### src/hw/rtl/clc_pkg.sv
package clc_pkg;

  localparam int CFG_W     = 5;
  localparam int TAP_IDX_W = 4;
  localparam int OUT_W     = 37;

  localparam logic [CFG_W-1:0] TAP_COUNT_RST = CFG_W'(1);

  localparam logic MODE_TAP    = 1'b0;
  localparam logic MODE_SAMPLE = 1'b1;

  // Per-cell line control, driven by the top level each cycle
  typedef struct packed {
    logic push;    // shift the delay line by one sample
    logic clear;   // zero the delay line (end of block)
    logic tap_we;  // write this cell's tap
    logic active;  // cell index below the effective tap count
  } clc_cell_ctrl_t;

endpackage

### src/hw/rtl/clc_tap_cell.sv
module clc_tap_cell #(
  parameter int SAMPLE_BITS = 16
) (
  input  logic                           clk_i,
  input  logic                           rst_ni,
  input  clc_pkg::clc_cell_ctrl_t        ctrl_i,
  input  logic                           en_prod_i,
  input  logic                           en_comb_i,
  input  logic signed [SAMPLE_BITS-1:0]  tap_re_i,
  input  logic signed [SAMPLE_BITS-1:0]  tap_im_i,
  input  logic signed [SAMPLE_BITS-1:0]  x_re_i,
  input  logic signed [SAMPLE_BITS-1:0]  x_im_i,
  output logic signed [SAMPLE_BITS-1:0]  x_re_o,
  output logic signed [SAMPLE_BITS-1:0]  x_im_o,
  output logic signed [2*SAMPLE_BITS:0]  c_re_o,
  output logic signed [2*SAMPLE_BITS:0]  c_im_o
);

  localparam int PW = 2 * SAMPLE_BITS;
  localparam int CW = PW + 1;

  logic signed [SAMPLE_BITS-1:0] tap_re_q, tap_im_q;
  logic signed [SAMPLE_BITS-1:0] x_re_q, x_im_q;
  logic signed [SAMPLE_BITS-1:0] t_re, t_im;
  logic signed [PW-1:0]          p_rr_d, p_ii_d, p_ri_d, p_ir_d;
  logic signed [PW-1:0]          p_rr_q, p_ii_q, p_ri_q, p_ir_q;
  logic signed [CW-1:0]          c_re_q, c_im_q;

  always_ff @(posedge clk_i or negedge rst_ni) begin
    if (!rst_ni) begin
      tap_re_q <= '0;
      tap_im_q <= '0;
    end else if (ctrl_i.tap_we) begin
      tap_re_q <= tap_re_i;
      tap_im_q <= tap_im_i;
    end
  end

  always_ff @(posedge clk_i or negedge rst_ni) begin
    if (!rst_ni) begin
      x_re_q <= '0;
      x_im_q <= '0;
    end else if (ctrl_i.clear) begin
      x_re_q <= '0;
      x_im_q <= '0;
    end else if (ctrl_i.push) begin
      x_re_q <= x_re_i;
      x_im_q <= x_im_i;
    end
  end

  assign x_re_o = x_re_q;
  assign x_im_o = x_im_q;

  // taps beyond the count in use contribute nothing
  assign t_re = ctrl_i.active ? tap_re_q : '0;
  assign t_im = ctrl_i.active ? tap_im_q : '0;

  assign p_rr_d = PW'(t_re) * PW'(x_re_i);
  assign p_ii_d = PW'(t_im) * PW'(x_im_i);
  assign p_ri_d = PW'(t_re) * PW'(x_im_i);
  assign p_ir_d = PW'(t_im) * PW'(x_re_i);

  always_ff @(posedge clk_i) begin
    if (en_prod_i) begin
      p_rr_q <= p_rr_d;
      p_ii_q <= p_ii_d;
      p_ri_q <= p_ri_d;
      p_ir_q <= p_ir_d;
    end
  end

  always_ff @(posedge clk_i) begin
    if (en_comb_i) begin
      c_re_q <= CW'(p_rr_q) - CW'(p_ii_q);
      c_im_q <= CW'(p_ri_q) + CW'(p_ir_q);
    end
  end

  assign c_re_o = c_re_q;
  assign c_im_o = c_im_q;

endmodule

### config.mk
export PLATFORM = sky130hd
export DESIGN_NAME = clc_tap_cell
export DESIGN_NICKNAME = d
export VERILOG_FILES = /design/src/hw/rtl/clc_pkg.sv /design/src/hw/rtl/clc_tap_cell.sv
export SDC_FILE = /design/constraint.sdc
export NUM_CORES = 2
export LEC_CHECK = 0
export ABC_AREA = 1
export BUFFER_PORTS_ARGS = -buffer_cell sky130_fd_sc_hd__clkbuf_2
export CAP_MARGIN = 20
export CORE_MARGIN = 10
export CORE_UTILIZATION = 55
export CTS_CLUSTER_DIAMETER = 40
export DETAILED_ROUTE_END_ITERATION = 7
export PLACE_DENSITY = 0.72
export SLEW_MARGIN = 5
export SYNTH_ARGS = -nofsm -noshare
export SYNTH_HDL_FRONTEND = slang
export SYNTH_SLANG_ARGS = --single-unit
### constraint.sdc
create_clock -name clk_i -period 7.7 [get_ports clk_i]
set_input_delay 0.77 -clock clk_i [delete_from_list [all_inputs] [get_ports clk_i]]
set_output_delay 0.77 -clock clk_i [all_outputs]
set_load 0.01 [all_outputs]
**Word level (Yosys, flattened, before mapping)**

Cells that the tools add are included.

- Register bits: 258
- Input bits: 72
- Output and inout port bits: 98
- Word-level logic and storage cells: 23

- Add/sub/neg operators: 2
- Multiply operators: 4
- Multiplexer cells: 6
- Reduce and logical (&&, ||, !) cells: 1

Operators with widths:

| kind | count |
|---|---|
| $mul 16x16->32 | 4 |
| $mux 16 | 6 |
| $add 32x32->33 | 1 |
| $sub 32x32->33 | 1 |
| $reduce_bool 2->1 | 1 |

**Longest topological paths before layout**

- Word-level depth: 2
- Depth in mapped cells: 29
- Mapped depth without buffers: 26

**Least setup slack after synthesis**

No wires, ideal clock.

- Path type: input to register
- Start point: input port ctrl_i[0] (netlist bit)
- End point: register p_ir_q[31], data pin
- Setup time: 252 ps
- Arrival: 5999 ps
- Data required time: 7448 ps
- Slack: 1449 ps
- Stages: 23
- Buffers on the path: 3
- Path through: buf_2 -> buf_4 -> nand2_1 -> buf_2 -> nor2_1 -> fa_1 -> fa_1 -> fa_1 -> fa_1 -> fa_1 -> inv_1 -> fa_1 -> inv_1 -> ha_1 -> nand2_2 -> nor2_1 -> inv_1 -> nor3_1 -> nand2_1 -> inv_1 -> nor2_1 -> nand2_1 -> nand2_1

- Cells in the longest elaborated chain, start to end: 2

RTL lines:

| element | RTL line | source |
|---|---|---|
| start: declaration | clc_tap_cell.sv:6 | `input clc_pkg::clc_cell_ctrl_t ctrl_i,` |
| $mux 16 | clc_tap_cell.sv:57 | `assign t_im = ctrl_i.active ? tap_im_q : '0;` |
| $mul 16x16->32 | clc_tap_cell.sv:62 | `assign p_ir_d = PW'(t_im) * PW'(x_re_i);` |
| net p_ir_d[31] | clc_tap_cell.sv:25 | `logic signed [PW-1:0] p_rr_d, p_ii_d, p_ri_d, p_ir_d;` |
| end signal: assignment | clc_tap_cell.sv:69 | `p_ir_q <= p_ir_d;` |
| end: declaration | clc_tap_cell.sv:26 | `logic signed [PW-1:0] p_rr_q, p_ii_q, p_ri_q, p_ir_q;` |

The timed path passes the listed nets, and every way through them passes these cells.
A chain may end at the register's enable or synchronous reset.

**Worst setup path in the final report**

- Start point: input port ctrl_i[0] (netlist bit)
- End point: register p_ii_q[22], data pin

- Cells in the longest elaborated chain, start to end: 2

RTL lines:

| element | RTL line | source |
|---|---|---|
| $mux 16 | clc_tap_cell.sv:57 |  |
| $mul 16x16->32 | clc_tap_cell.sv:60 | `assign p_ii_d = PW'(t_im) * PW'(x_im_i);` |
| net p_ii_d[22] | clc_tap_cell.sv:25 |  |
| end signal: assignment | clc_tap_cell.sv:67 | `p_ii_q <= p_ii_d;` |
| end: declaration | clc_tap_cell.sv:26 |  |

The timed path passes the listed nets, and every way through them passes these cells.

==> results.yml <==
status:
  outcome: "completed"
setup_path:
  r2r_start: "tap_im_q[15]$_DFFE_PN0P_"
  startpoint: "ctrl_i[0]"
  r2r_cells: 23
  worstReg2RegEnd: "p_ii_q[31]$_DFFE_PP_"
  setup.worst_path.class: "in2reg"
  cp-endpoint: "p_ii_q[22]$_DFFE_PP_"
  cp_data_required_time_ps: 8070
  endpoint_kind: "flop"
  worstPathArrival_ps: 7060
  crit_path_max_fanout: 23
  rrSetupSlack_ps: 1190
  critPathLaunchType: "input pin"
detailed_routing:
  dr.first_iter.drc_count: 4246
  viasPerCell: 5.44
  vias: 45097
  route.final.wire_length_mm: 164
  first_pass_iters: 6
  ant_nets: 0
  post_drt_wl_per_cell_um: 19.8
  drc: 0
timing:
  skew_ps: 53.1
  finalCritPeriodShare: 0.868
  slew_violations: 0
  rsz0062_at_grt: "false"
  slew_headroom: 0.318
  setup_tns_ps: 0
  setup-violations-final: 0
  final_hold_viol_count: 0
  worst_slew_pin_slew_ps: 1020
  layout_min_cycle_time_ps: 6690
  fmax_ghz: 0.150
grt:
  grt_pass1_wl_mm: 259
  grt_max_degree: 67
  antenna_found_initial: 11
  grt_usage: 0.300
  first_global_vias: 46010
  gr-total-overflow: 0
clocking:
  ctsResizeCount: 0
  clock_latency_ps: 680
  root_buffer: "clkbuf_16"
  numCtsBuffers: 56
  cts_setup_buffers: 0
  postCtsHoldBufs: 0
  tritoncts: "yes"
  ctsLongestPathBuffers: 3
  h-tree-depth: 2
  cts_sinks: 258
  clk_pin_slew_ps: 50
synth:
  synthArstFlopShare: 0.248
  synth_area_per_cell_um2: 8.05
  synth_seq_cells: 258
  yosys_most_used_dff: "edfxtp_1"
  yosysWarnings: 0
  synthCells: 6775
  netlist_area_um2: 54500
  synth-edff-count: 194
  synth_nets: 8289
  synth_cell_types: 36
  yosysSeqAreaShare: 0.136
die:
  die_area_um2: 112000
  core_area_um2: 98400
  die_w_um: 335
  start_util: 0.554
  io_pins: 170
  die_y_um: 335
  rows: 115
cells_and_area:
  final_common_cell: "inv_1"
  final_cells: 8286
  layout-drive-gt1-share: 0.0708
  nets: 8462
  final_util: 0.600
  area_growth_pct: 8.34
  layout_common_cells: "inv_1 (1721), nand2_1 (1572), fa_1 (1050)"
place:
  routabilityCongestion: 1.01
  io_buffers: 169
  dp.cells: 8177
  hpwl_mm: 137
hold_path:
  hold_path.class: "in2async"
flow_run:
  cap_viol_max_count: 0
[cell families after synthesis]
| logic type | Yosys count | synth area share |
|---|---|---|
| and+or+nand+nor | 2747 | 0.203 |
| xor gates and xnor gates | 109 | 0.0175 |
| muxes | 32 | 0.00661 |
| buffers and inverters | 1924 | 0.134 |
| DFF | 258 | 0.136 |
| adders and majority gates | 1442 | 0.476 |
| AOI/OAI and AO/OA | 263 | 0.0269 |
[synthesized netlist by cell type, drive strengths merged (4+ instances only)]
cell type | n | area [µm²]
o22ai | 32 | 200
o21bai | 35 | 263
buf | 79 | 397
xor2 | 96 | 841
nand4 | 53 | 332
nand3b | 14 | 105
nand3 | 205 | 1060
inv | 1724 | 6470
a21oi | 142 | 711
and2 | 4 | 25.0
xnor2 | 13 | 114
mux2 | 32 | 360
clkbuf | 106 | 398
ha | 392 | 4900
nor2 | 812 | 3110
a21o | 4 | 30.0
fa | 1050 | 21000
a31oi | 4 | 25.0
nand2 | 1601 | 6080
dfrtp | 64 | 1600
clkinv | 15 | 56.3
nor4 | 8 | 50.1
edfxtp | 194 | 5830
nor3 | 49 | 285
o21ai | 43 | 215
[registers in the layout (all words and copies together), names as in the netlist]
name and count:
c_im_o 33, c_re_o 33, p_ii_q 32, p_ir_q 32
p_ri_q 32, p_rr_q 32, tap_im_q 16, tap_re_q 16
x_im_o 16, x_re_o 16
[worst max-delay path: stages]
cell	delay, ps
clkbuf_2	310
buf_4	370
nand2_2	80
inv_1	620
nand2_1	180
fa_1	570
inv_1	50
fa_1	490
fa_1	600
fa_1	450
fa_1	490
inv_1	50
fa_1	470
inv_1	40
ha_1	420
nand2_1	160
nor2_1	160
inv_1	100
nor2_1	150
nand4_1	210
nand4_1	160
nand2_1	120
[final cells by class]
type	count	area, µm²
well taps	1287	1610
repair buffers	300	1850
clock inverters	42	440
inverters	1739	6530
fillers	8981	39400
clock buffers	64	1430
flip-flops and latches	258	7430
multi-input cells	4593	39800
diodes	3	7.51
[stage by stage]
stage	hold slack, ps	area [µm²]	setup WS [ps]
floorplan	458	54500	1450
global placement	490	57200	598
finish	234	59100	1010
global route	281	59000	867
CTS	243	59000	1240
detailed placement	497	57200	565
[metal layers]
metal,GRT usage,share of wire,routed length [µm]
met5,0,0.00019,31
met1,0.412,0.40,66300
met2,0.449,0.43,70400
met4,0.102,0.040,6610
met3,0.0899,0.13,21100
[worst min-delay path by stage]
stage | startpoint | end | slack (ps) | cells after the start
after floorplan | tap_im_q[2]$_DFFE_PN0P_ | tap_im_q[2]$_DFFE_PN0P_ | 460 | 1
after global placement | tap_re_q[9]$_DFFE_PN0P_ | tap_re_q[9]$_DFFE_PN0P_ | 490 | 1
after detailed placement | tap_re_q[0]$_DFFE_PN0P_ | tap_re_q[0]$_DFFE_PN0P_ | 500 | 1
after CTS | rst_ni | tap_re_q[14]$_DFFE_PN0P_ | 240 | 1
after global routing | rst_ni | tap_re_q[15]$_DFFE_PN0P_ | 280 | 1
final | rst_ni | x_im_o[14]$_DFFE_PN0P_ | 230 | 1
Power is left out: the tool's default activity adds up to more than one toggle a clock period on the data nets, which glitch-free logic cannot reach.
